## src/hdl/vpw_pkg.sv

```systemverilog
// Shared types and constants of the vertex projection block.
`default_nettype none
package vpw_pkg;

   // control that travels with each word through the transform stages
   typedef struct packed {
      logic       valid;
      logic       proj;
      logic [4:0] idx;
   } vpw_ctl_type;

   // control that travels alongside the dividers
   typedef struct packed {
      logic valid;
      logic ok;
   } vpw_tag_type;

   // request kinds
   localparam logic REQ_LOAD    = 1'b0;
   localparam logic REQ_PROJECT = 1'b1;

   // configuration register indexes
   localparam logic [1:0] CSR_VP_X = 2'd0;
   localparam logic [1:0] CSR_VP_Y = 2'd1;
   localparam logic [1:0] CSR_VP_W = 2'd2;
   localparam logic [1:0] CSR_VP_H = 2'd3;

   localparam int IDX_W     = 5;
   localparam int VP_POS_W  = 16;
   localparam int VP_SIZE_W = 15;

endpackage
`default_nettype wire

```

## src/hdl/vpw_div.sv

```systemverilog
// Pipelined fixed-point divider, one quotient bit per stage, saturated result.
`default_nettype none
module vpw_div
   import vpw_pkg::*;
#(
   parameter int DATA_WIDTH = 32,
   parameter int FRAC_BITS  = 16
) (
   input  wire logic                         clock,
   input  wire logic                         en,
   input  wire logic signed [DATA_WIDTH-1:0] num,
   input  wire logic signed [DATA_WIDTH-1:0] den,
   output logic signed [DATA_WIDTH-1:0]      quo
);
   localparam int DW = DATA_WIDTH;
   localparam int FB = FRAC_BITS;

   logic [DW-1:0] mag;
   logic [DW-1:0] top;

   logic [DW-1:0] rem_ff [DW];
   logic [DW-1:0] low_ff [DW];
   logic [DW-1:0] den_ff [DW];
   logic [DW-1:0] q_ff   [DW+1];
   logic          neg_ff [DW+1];
   logic          ovf_ff [DW+1];

   logic [DW:0]   trial  [DW];
   logic [DW:0]   diff   [DW];
   logic          qbit   [DW];
   logic [DW-1:0] rem_in [DW];

   logic [DW-1:0] q_fin;
   logic [DW-1:0] res_in;
   logic [DW-1:0] res_ff;

   // magnitude and the part of the numerator above the quotient window
   always_comb begin
      mag = num[DW-1] ? DW'(-num) : DW'(num);
      top = DW'(mag[DW-1 -: FB]);
   end

   // restoring steps
   always_comb begin
      for (int j = 0; j < DW; j++) begin
         trial[j] = {rem_ff[j], low_ff[j][DW-1]};
         diff[j]  = trial[j] - {1'b0, den_ff[j]};
         qbit[j]  = (trial[j] >= {1'b0, den_ff[j]});
         rem_in[j] = qbit[j] ? diff[j][DW-1:0] : trial[j][DW-1:0];
      end
   end

   always_ff @(posedge clock) begin
      if (en) begin
         rem_ff[0] <= top;
         low_ff[0] <= {mag[DW-FB-1:0], {FB{1'b0}}};
         den_ff[0] <= den;
         q_ff[0]   <= '0;
         neg_ff[0] <= num[DW-1];
         ovf_ff[0] <= (top >= den);
         for (int j = 0; j < DW - 1; j++) begin
            rem_ff[j+1] <= rem_in[j];
            low_ff[j+1] <= low_ff[j] << 1;
            den_ff[j+1] <= den_ff[j];
         end
         for (int j = 0; j < DW; j++) begin
            q_ff[j+1]   <= {q_ff[j][DW-2:0], qbit[j]};
            neg_ff[j+1] <= neg_ff[j];
            ovf_ff[j+1] <= ovf_ff[j];
         end
         res_ff <= res_in;
      end
   end

   // sign and saturation
   always_comb begin
      q_fin = q_ff[DW];
      if (ovf_ff[DW]) begin
         res_in = neg_ff[DW] ? {1'b1, {(DW-1){1'b0}}} : {1'b0, {(DW-1){1'b1}}};
      end else if (neg_ff[DW]) begin
         if (q_fin[DW-1] && (|q_fin[DW-2:0])) begin
            res_in = {1'b1, {(DW-1){1'b0}}};
         end else begin
            res_in = -q_fin;
         end
      end else if (q_fin[DW-1]) begin
         res_in = {1'b0, {(DW-1){1'b1}}};
      end else begin
         res_in = q_fin;
      end
   end

   assign quo = res_ff;

endmodule
`default_nettype wire

```

## config.mk

```make
export PLATFORM = sky130hd
export DESIGN_NAME = vpw_div
export DESIGN_NICKNAME = d
export VERILOG_FILES = /design/src/hdl/vpw_pkg.sv /design/src/hdl/vpw_div.sv
export SDC_FILE = /design/constraint.sdc
export NUM_CORES = 2
export LEC_CHECK = 0
export BUFFER_PORTS_ARGS = -buffer_cell sky130_fd_sc_hd__clkbuf_2
export CAP_MARGIN = 15
export CORE_MARGIN = 2
export CORE_UTILIZATION = 30
export DETAILED_ROUTE_END_ITERATION = 10
export PLACE_DENSITY = 0.45
export SYNTH_ARGS = -nofsm -noshare
export SYNTH_HDL_FRONTEND = slang
export SYNTH_MEMORY_MAX_BITS = 65536
export SYNTH_SLANG_ARGS = --single-unit
```

## constraint.sdc

```tcl
create_clock -name clock -period 4.09 [get_ports clock]
set_input_delay 0.409 -clock clock [delete_from_list [all_inputs] [get_ports clock]]
set_output_delay 0.409 -clock clock [all_outputs]
set_load 0.1 [all_outputs]
```

==> out/qor.yml <==
outcome: "finished clean"
nets: 14724
drive_above_1_share: 0.128
powerDensity_mw_per_mm2: 775
path_buf_inv: 5
num_rows: 256
overflow: 0
yosysTopAreaCell: "edfxtp_1"
ant_nets: 0
area_delta_synth_final_pct: 18.4
hold_path.class: "in -> reg"
worstSetupStartpointType: "flop"
synth-seq-cells: 2794
holdWs_ps: 176
reg2regPathDepth: 17
ys_seq_area_frac: 0.572
synth_cells: 12565
holdPathStages: 5
start_util: 0.302
path_clk_slew_ps: 50
fillers: 47808
setup.worst_path.end_class: "flop"
fin_crit_sh: 0.980
setup_viol: 0
port-buffer-count: 97
max-slew-margin-rel: 0.387
synth_cell_types: 98
async_flop_share: 0
synth_flop_cell: "edfxtp_1"
crit_family: "compound AO/OA/AOI/OAI gates"
postSynthAreaPerCell_sq_um: 11.7
clockBufferDepth: 4
routed-via-count: 95091
worstSetupPathType: "reg -> reg"
crit_path_top_delay_cell: "edfxtp_1"
cts_root_buf: "clkbuf_16"
grt_pass1_vias: 96818
antenna_found_initial: 5
cpPeakStageDelay_ps: 400
seqCellArea_sq_mm: 0.0839
maxCapViolCount: 0
synthesis.area_sq_mm: 0.147
rsz0062_at_grt: "true"
synth.area.top_cells: "edfxtp_1, ha_1, a21oi_1"
fmax_mhz: 250
skew_ps: 65.8
hold_end: "low_ff[0][17]$_DFFE_PP_"
die_w_um: 703
crit_fanout: 6
die_y_um: 703
tritoncts: "yes"
routed_wl_mm: 368
place_area_sq_mm: 0.161
postLayoutCellArea_sq_mm: 0.174
grt_max_degree: 144
layout_setup_ws_ps: 82.4
h-tree-depth: 5
routedWlPerCell_um: 18.1
vdd_ir_drop_max_mv: 0.325
cp_common_cell: "buf_4"
drtIter0Drc: 5158
track_usage: 0.145
clock_sinks: 2794
numCtsBuffers: 337
reg2reg_setup_slack_ps: 80
cp.arrival_ps: 4680
r2r-end: "rem_ff[1][503]$_DFFE_PP_"
cp_cell_sequence: "inv_2 > ha_4 > buf_4 > nand3_2 > o211ai_1 > a221oi_2 > buf_4 > a21oi_4 > a2111oi_4 > buf_4 > nor4b_4 > a221o_1 > a221o_1 > o221ai_2 > a21o_4 > buf_12 > mux2_4"
dp_cells: 19611
yosysWarningCount: 0
dp_slack_ps: -789
gp_congestion: 0.877
first_pass_iters: 6
insertion_delay_ps: 960
grt_pass1_wl_mm: 562
hold_violations: 0
avgViaCountPerCell: 4.68
tightest_slew_ps: 920
rr_startpoint: "den_ff[1][454]$_DFFE_PP_"
multiInputGateArea_sq_mm: 0.0578
worst_ep_required_time_ps: 4760
core_sq_mm: 0.487
fin_crit_ps: 4010
p_leak_nw: 69.9
fin_cells: 20325
synthesis.nets: 13688
yosysTopAreaCellShare: 0.572
ioPinCount: 98
drc: 0
synth_edf_count: 2794
min_from: "num[1]"
hpwl_mm: 280
slew_viol_final: 0
dieArea_sq_mm: 0.495
## worst register-to-register path: cells and delay by family (launching register included)
family,cells,cell delay (ps)
muxes,1,310
AOI/OAI and AO/OA,8,1940
and+or+nand+nor,2,120
DFF,1,400
buffers and inverters,5,770
adders and majority gates,1,200
## sequential cells by signal, indices dropped and copies added (netlist names)
register  cells
den_ff     1024
low_ff      136
neg_ff       33
ovf_ff       33
q_ff        528
quo          32
rem_ff     1008
## how the worst max path moves through the flow
stage / from / endpoint / slack (ps) / cells after the start
finish: den_ff[1][454]$_DFFE_PP_ / rem_ff[1][503]$_DFFE_PP_ / 80 / 17
global route: den_ff[1][454]$_DFFE_PP_ / rem_ff[1][500]$_DFFE_PP_ / -70 / 20
CTS: rem_ff[1][161]$_DFFE_PP_ / rem_ff[1][222]$_DFFE_PP_ / -30 / 16
detailed placement: num[0] / ovf_ff[0][0]$_DFFE_PP_ / -790 / 22
global placement: num[0] / ovf_ff[0][0]$_DFFE_PP_ / -1010 / 22
floorplan: num[1] / ovf_ff[0][0]$_DFFE_PP_ / 1 / 21
## kinds of logic (layout without fill, tap and decap cells)
logic type,count (synthesis),count (layout),share of synthesized area
compound gates,3358,3358,0.140
fa+ha+maj,1057,1057,0.0917
other cells,0,4,0
mux,231,231,0.0176
buf+inv,1542,2848,0.0399
xor+xnor,871,871,0.0520
flops,2794,2794,0.572
simple gates,2712,2712,0.0867
## Yosys cell counts, drive strengths merged, types with 68 or more instances
master     n
a21oi   1092
nor2     687
a21o     486
a211oi    68
o31ai     75
xor2     370
mux2     216
o21ai    916
edfxtp  2794
xnor2    501
ha      1026
and3      70
nor3     122
o21a     137
nand2b   140
clkbuf   226
a31oi     92
inv     1274
o21bai   113
nor2b    170
nand4    132
nand3    182
nand2    951
## per-stage QoR
step	util	total power, mW	TNS (ps)
floorplan	-	84.2	0
global placement	0.331	104	-6230
detailed placement	0.331	104	-7060
CTS	0.355	135	-31.7
global route	0.357	144	-996
finish	0.357	135	0
## routing by layer
layer  vias to the layer above  GRT usage  part of all wire
met5                         -          0                 0
met4                         0     0.0658             0.051
met3                       668     0.0163             0.027
met2                      1216      0.264              0.51
met1                     45149      0.170              0.42
li1                      48058          -                 -
## cell type report
class,instances,share of cell area
multi-input cells,8229,0.333
well taps,6450,0.0465
inverters,1275,0.0277
clock buffers,400,0.0503
clock inverters,209,0.0137
flip-flops and latches,2794,0.483
repair buffers,964,0.0464
diodes,4,0.0000576
## power by group
group          switching, mW  leakage [nW]  internal (mW)  total [mW]
combinational           32.2          37.2           26.8        59.0
sequential              4.14          27.3           41.4        45.5
clock                   12.5          5.37           17.7        30.1
total                   48.8          69.9           85.9         135
## cell usage in the layout (no fill, tap or decap), types with 180 or more instances in the layout
cell type	count
edfxtp_1	2794
inv_1	1268
a21oi_1	1070
ha_1	1020
nand2_1	949
o21ai_0	884
buf_4	724
nor2_1	684
xnor2_1	501
a21o_1	485
xor2_1	370
clkbuf_16	344
mux2_2	205
nand3_1	180
## timing repair
item	in CTS	in global routing
hold buffers	72	0
pin swaps	5	46
gates cloned	0	4
endpoints found under the hold margin	72	0
setup buffers	2	23
gates resized for setup	25	113
endpoints found under the setup margin	128	407
Power figures use the tool's default switching activity.
