==> src/hdl/vpw_pkg.sv <==
// Shared types and constants of the vertex projection block.
`default_nettype none
package vpw_pkg;

   // control that travels with each word through the transform stages
   typedef struct packed {
      logic       valid;
      logic       proj;
      logic [4:0] idx;
   } vpw_ctl_type;

   // control that travels alongside the dividers
   typedef struct packed {
      logic valid;
      logic ok;
   } vpw_tag_type;

   // request kinds
   localparam logic REQ_LOAD    = 1'b0;
   localparam logic REQ_PROJECT = 1'b1;

   // configuration register indexes
   localparam logic [1:0] CSR_VP_X = 2'd0;
   localparam logic [1:0] CSR_VP_Y = 2'd1;
   localparam logic [1:0] CSR_VP_W = 2'd2;
   localparam logic [1:0] CSR_VP_H = 2'd3;

   localparam int IDX_W     = 5;
   localparam int VP_POS_W  = 16;
   localparam int VP_SIZE_W = 15;

endpackage
`default_nettype wire

==> src/hdl/vpw_window.sv <==
// Viewport and depth mapping of normalized coordinates, two register stages.
`default_nettype none
module vpw_window
   import vpw_pkg::*;
#(
   parameter int DATA_WIDTH = 32,
   parameter int FRAC_BITS  = 16
) (
   input  wire logic                         clock,
   input  wire logic                         reset,
   input  wire logic                         en,
   input  wire vpw_tag_type                  in_tag,
   input  wire logic signed [DATA_WIDTH-1:0] nx,
   input  wire logic signed [DATA_WIDTH-1:0] ny,
   input  wire logic signed [DATA_WIDTH-1:0] nz,
   input  wire logic signed [VP_POS_W-1:0]   vp_x,
   input  wire logic signed [VP_POS_W-1:0]   vp_y,
   input  wire logic [VP_SIZE_W-1:0]         vp_w,
   input  wire logic [VP_SIZE_W-1:0]         vp_h,
   output logic                              out_valid,
   output logic                              out_ok,
   output logic signed [DATA_WIDTH-1:0]      win_x,
   output logic signed [DATA_WIDTH-1:0]      win_y,
   output logic signed [DATA_WIDTH-1:0]      win_z
);
   localparam int DW  = DATA_WIDTH;
   localparam int AW  = DW + 1;
   localparam int MW  = AW + VP_POS_W;
   localparam int SW2 = DW + FRAC_BITS + 18;
   localparam logic signed [AW-1:0] ONE_Q = AW'(64'd1 << FRAC_BITS);

   logic signed [AW-1:0]  ax, ay, az;
   logic signed [MW-1:0]  px_in, py_in;
   logic signed [MW-1:0]  px_ff, py_ff;
   logic signed [DW-1:0]  zh_in, zh_ff;
   vpw_tag_type           tag_ff;
   logic signed [SW2-1:0] sx, sy;

   logic                  valid_ff, ok_ff;
   logic signed [DW-1:0]  wx_ff, wy_ff, wz_ff;

   function automatic logic [DW-1:0] sat(input logic signed [SW2-1:0] v);
      if ((&v[SW2-1:DW-1]) || !(|v[SW2-1:DW-1])) begin
         sat = v[DW-1:0];
      end else if (v[SW2-1]) begin
         sat = {1'b1, {(DW-1){1'b0}}};
      end else begin
         sat = {1'b0, {(DW-1){1'b1}}};
      end
   endfunction

   // stage 1: (1 + n) times size, depth halved
   always_comb begin
      ax    = AW'(nx) + ONE_Q;
      ay    = AW'(ny) + ONE_Q;
      az    = AW'(nz) + ONE_Q;
      px_in = MW'(ax) * MW'($signed({1'b0, vp_w}));
      py_in = MW'(ay) * MW'($signed({1'b0, vp_h}));
      zh_in = DW'(az >>> 1);
   end

   // stage 2: origin plus floor half, saturated
   always_comb begin
      sx = (SW2'(vp_x) <<< FRAC_BITS) + SW2'(px_ff >>> 1);
      sy = (SW2'(vp_y) <<< FRAC_BITS) + SW2'(py_ff >>> 1);
   end

   always_ff @(posedge clock) begin
      if (reset) begin
         tag_ff   <= '0;
         valid_ff <= 1'b0;
      end else if (en) begin
         tag_ff   <= in_tag;
         valid_ff <= tag_ff.valid;
      end
   end

   always_ff @(posedge clock) begin
      if (en) begin
         px_ff <= px_in;
         py_ff <= py_in;
         zh_ff <= zh_in;
         ok_ff <= tag_ff.ok;
         wx_ff <= tag_ff.ok ? sat(sx) : '0;
         wy_ff <= tag_ff.ok ? sat(sy) : '0;
         wz_ff <= tag_ff.ok ? zh_ff : '0;
      end
   end

   assign out_valid = valid_ff;
   assign out_ok    = ok_ff;
   assign win_x     = wx_ff;
   assign win_y     = wy_ff;
   assign win_z     = wz_ff;

endmodule
`default_nettype wire

==> config.mk <==
export PLATFORM = sky130hd
export DESIGN_NAME = vpw_window
export DESIGN_NICKNAME = d
export VERILOG_FILES = /design/src/hdl/vpw_pkg.sv /design/src/hdl/vpw_window.sv
export SDC_FILE = /design/constraint.sdc
export NUM_CORES = 2
export LEC_CHECK = 0
export ABC_CLOCK_PERIOD_IN_PS = 9400
export BUFFER_PORTS_ARGS = -buffer_cell sky130_fd_sc_hd__buf_2
export CORE_MARGIN = 2
export CORE_UTILIZATION = 35
export CTS_CLUSTER_DIAMETER = 120
export DETAILED_ROUTE_END_ITERATION = 7
export PLACE_DENSITY = 0.55
export SLEW_MARGIN = 20
export SYNTH_ARGS = -nofsm -noshare
export SYNTH_HDL_FRONTEND = slang
export SYNTH_SLANG_ARGS = --single-unit
==> constraint.sdc <==
create_clock -name clock -period 9.4 [get_ports clock]
set_input_delay 0.94 -clock clock [delete_from_list [all_inputs] [get_ports clock]]
set_output_delay 0.94 -clock clock [all_outputs]
set_load 0.02 [all_outputs]
==> results.md <==
- Most frequent standard cell in the layout excluding fill and tap cells: sky130_fd_sc_hd__inv_1
- Clock sinks: roughly 230
- Delay contributed by the slowest stage of the critical path: roughly 0.56 ns
- Total of flip-flops plus latches after synthesis: 228
- Total global routing overflow: 0
- Count of port buffers added during placement: between 200 and 300
- Average instance area after synthesis: 9.45 um^2
- Cell family with most CP delay: adder cells
- Data arrival time of the critical path: 8.62 ns
- Maximum fanout along the worst path: 20
- Overall die height: 369 um
- Critical path class: in2reg
- Setup repair after global routing missed its margin: false
- Routability congestion estimate from global placement: 0.877
- Post-CTS Hold Fix Bufs: 0
- Post-Synthesis Cells: about 4900
- Skew-Pair Late Insertion Delay: about 0.59 ns
- Number of buffer and inverter stages on the critical path: 4
- Die W: around 370 um
- Data required, critical path: 9.71 ns
- Number of violations of the max-capacitance limit: 0
- Synthesized cell area: ~47000 um^2
- Maximum number of pins on one net before global-route repair: 100
- Path category of the worst min-delay check: reg2reg
- Post-synth EDFFs: approximately 230
- Minimum period implied by the final worst setup slack: just over 8 ns
- Library cell contributing the largest single delay on the critical path: sky130_fd_sc_hd__xnor2_1
- Run status: completed
- Kind of start point of the critical path: primary input
- Detailed Route Iter0 Violations: 1799
- Count of cells resized by post-cts repair: 0
- Highest-count cells in the layout ignoring fill and taps: sky130_fd_sc_hd__inv_1, sky130_fd_sc_hd__fa_1, sky130_fd_sc_hd__nand2_1
- Std cell rows: 133
- Layout Nets: approximately 6500
- Max-slew headroom at the worst pin: between 30 and 40%
- Htree depth: 1
- Maximum buffer depth of the clock tree: 3
- HPWL after detailed placement: roughly 97000 um
- First-pass GRT wire length: slightly below 200000 um
- Total track usage: 18.2%
- Num CTS Buffers: 28
- Routed len/inst: 17.9 um
- Slew at the pin closest to its max-slew limit: 0.995 ns
- CTS tree: yes
- Number of detailed-route iterations in the first pass: 5
- Area growth from synthesis to final layout: 8.81%
- Period utilization: 88.4%
- Effective utilization at floorplan: 35.3%
- Standard cell core area: 132000 um^2
- Layout cell share with drive strength beyond 1: 8.13%
- # IOs: 261
- Final setup fails: 0
- Die Area: 136000 um^2
- Setup total negative slack: 0 ns
- Distinct cell type count after synthesis: 93
- Number of global-route vias before repair: 35500
- Kind of end point of the critical path: register
- Number of antenna violations at the first check in global routing: 16
- Nets in the synthesized netlist: 6319
- Final-report hold violation count: 0
- Most common cell type on the critical path: sky130_fd_sc_hd__fa_1
- # DRC: 0
- Antenna-violating nets left: 0
- Clock Root Buffer: sky130_fd_sc_hd__clkbuf_16
- Filler cells: 13300
- Number of vias in the routed layout: roughly 33000
- Total number of yosys warnings: 0
- Wire length reported by the detailed router: 123000 um
- Share of the yosys chip area belonging to registers: ~15%
- Setup bufs post-CTS: 0
- Detail-routed via count per cell: 4.85
- Final slew viol count: 0
- Area of all sequential standard cells: 6820 um^2
- Synth Flop Type: sky130_fd_sc_hd__edfxtp_1
- Async set-or-reset flop fraction in the synthesized netlist: 0%
- Clock slew at the register clock pins of the worst setup and hold paths: 0.06 ns
- Top achievable clock speed: 120 MHz
- Area of combinational cells with multiple inputs: 34700 um^2
- Setup Skew: 0.0200 ns
-- kinds of logic (layout without fill, tap and decap cells) --
group / count (synthesis) / count (layout) / share of synthesized area, %
and+or+nand+nor: 1433 / 1433 / 14.7
buffers and inverters: 1304 / 1478 / 10.7
adders and majority gates: 1235 / 1235 / 48.3
AOI/OAI and AO/OA: 521 / 521 / 7.83
DFF: 228 / 228 / 14.7
xor gates and xnor gates: 193 / 193 / 3.63
muxes: 7 / 7 / 0.164
other: 0 / 5 / 0
-- worst paths after layout --
| check | startpoint | to | slack [ns] | cells past startpoint |
|---|---|---|---|---|
| max | nx[16] | px_ff[48] | 1.09 | 28 |
| min | out_valid | out_valid | 0.51 | 2 |
| max reg2reg | py_ff[17] | win_y[14] | 5.13 | 14 |
| min reg2reg | out_valid | out_valid | 0.51 | 2 |
-- area by class of cell --
class	count	area share (%)
antenna	5	0.0247
sequential	228	13.5
multi-input combinational	3389	68.6
timing repair buffer	318	3.46
clock buffer	32	1.41
clock inverter	20	0.428
tap	1755	4.34
inverter	1108	8.22
-- routing by layer --
| layer | global-route usage, % | wire length [um] | up-vias | part of all wire (%) |
|---|---|---|---|---|
| li1 | - | - | 15300 | - |
| met1 | 24.6 | 53600 | 16900 | 44 |
| met2 | 30.9 | 57900 | 914 | 47 |
| met3 | 2.87 | 8270 | 180 | 6.7 |
| met4 | 3.79 | 2840 | 8 | 2.3 |
| met5 | 0 | 52 | - | 0.042 |
-- flip-flops by register name (all words and copies together), names as in the netlist --
name and flops:
win_y 32, out_valid 1, zh_ff 32, out_ok 1, py_ff 48, win_x 32
tag_ff 2, px_ff 48, win_z 32
-- synthesized netlist by cell type (7+ instances only) --
master                      instances  area [um^2]
sky130_fd_sc_hd__inv_1           1108         4160
sky130_fd_sc_hd__fa_1             936        18700
sky130_fd_sc_hd__nand2_1          748         2810
sky130_fd_sc_hd__and2_1           365         2280
sky130_fd_sc_hd__ha_1             299         3740
sky130_fd_sc_hd__edfxtp_1         225         6760
sky130_fd_sc_hd__clkbuf_1         178          668
sky130_fd_sc_hd__xnor2_1          138         1210
sky130_fd_sc_hd__a21oi_1          137          686
sky130_fd_sc_hd__a21o_1            92          691
sky130_fd_sc_hd__nor2_1            91          342
sky130_fd_sc_hd__o21ai_0           55          275
sky130_fd_sc_hd__xor2_1            55          482
sky130_fd_sc_hd__nand3_1           53          265
sky130_fd_sc_hd__o21a_1            46          345
sky130_fd_sc_hd__nand2b_1          44          275
sky130_fd_sc_hd__o21ai_1           24          120
sky130_fd_sc_hd__nand4_1           22          138
sky130_fd_sc_hd__nor3_1            22          110
sky130_fd_sc_hd__o21bai_1          22          165
sky130_fd_sc_hd__a211oi_1          20          150
sky130_fd_sc_hd__and3_1            18          113
sky130_fd_sc_hd__nor2b_1           14         87.6
sky130_fd_sc_hd__o31ai_2           14          175
sky130_fd_sc_hd__or3_1             13         81.3
sky130_fd_sc_hd__buf_2             11         55.1
sky130_fd_sc_hd__o31ai_1           11         82.6
sky130_fd_sc_hd__o211ai_1          10         75.1
sky130_fd_sc_hd__a31oi_1            9         56.3
sky130_fd_sc_hd__o2111ai_1          7         61.3
-- metrics by stage --
step                      instances  util, %  hold slack (ns)  cell area [um^2]  setup WS [ns]
after floorplan                4921        -            0.406             46500           1.35
after global placement         6798     37.7            0.475             49700          0.529
after detailed placement       6798     37.7            0.494             49700          0.491
after CTS                      6850     38.4            0.488             50600           1.10
after global routing           6851     38.4            0.498             50600          0.573
final                          6855     38.4            0.514             50600           1.09
-- worst register-to-register path: stages, from the launching register on --
cell                       delay, ns
sky130_fd_sc_hd__edfxtp_1       0.33
sky130_fd_sc_hd__ha_1           0.20
sky130_fd_sc_hd__inv_1          0.07
sky130_fd_sc_hd__fa_1           0.44
sky130_fd_sc_hd__nor2b_4        0.15
sky130_fd_sc_hd__o31ai_2        0.09
sky130_fd_sc_hd__a211oi_2       0.39
sky130_fd_sc_hd__a211oi_4       0.18
sky130_fd_sc_hd__o211ai_2       0.34
sky130_fd_sc_hd__a21oi_2        0.12
sky130_fd_sc_hd__xnor2_1        0.17
sky130_fd_sc_hd__or4b_1         0.54
sky130_fd_sc_hd__nor3_2         0.25
sky130_fd_sc_hd__a31oi_4        0.39
sky130_fd_sc_hd__o21a_1         0.35
Power is not shown: default switching activity piles up to over one toggle a cycle in this logic, so the estimate is an artifact.
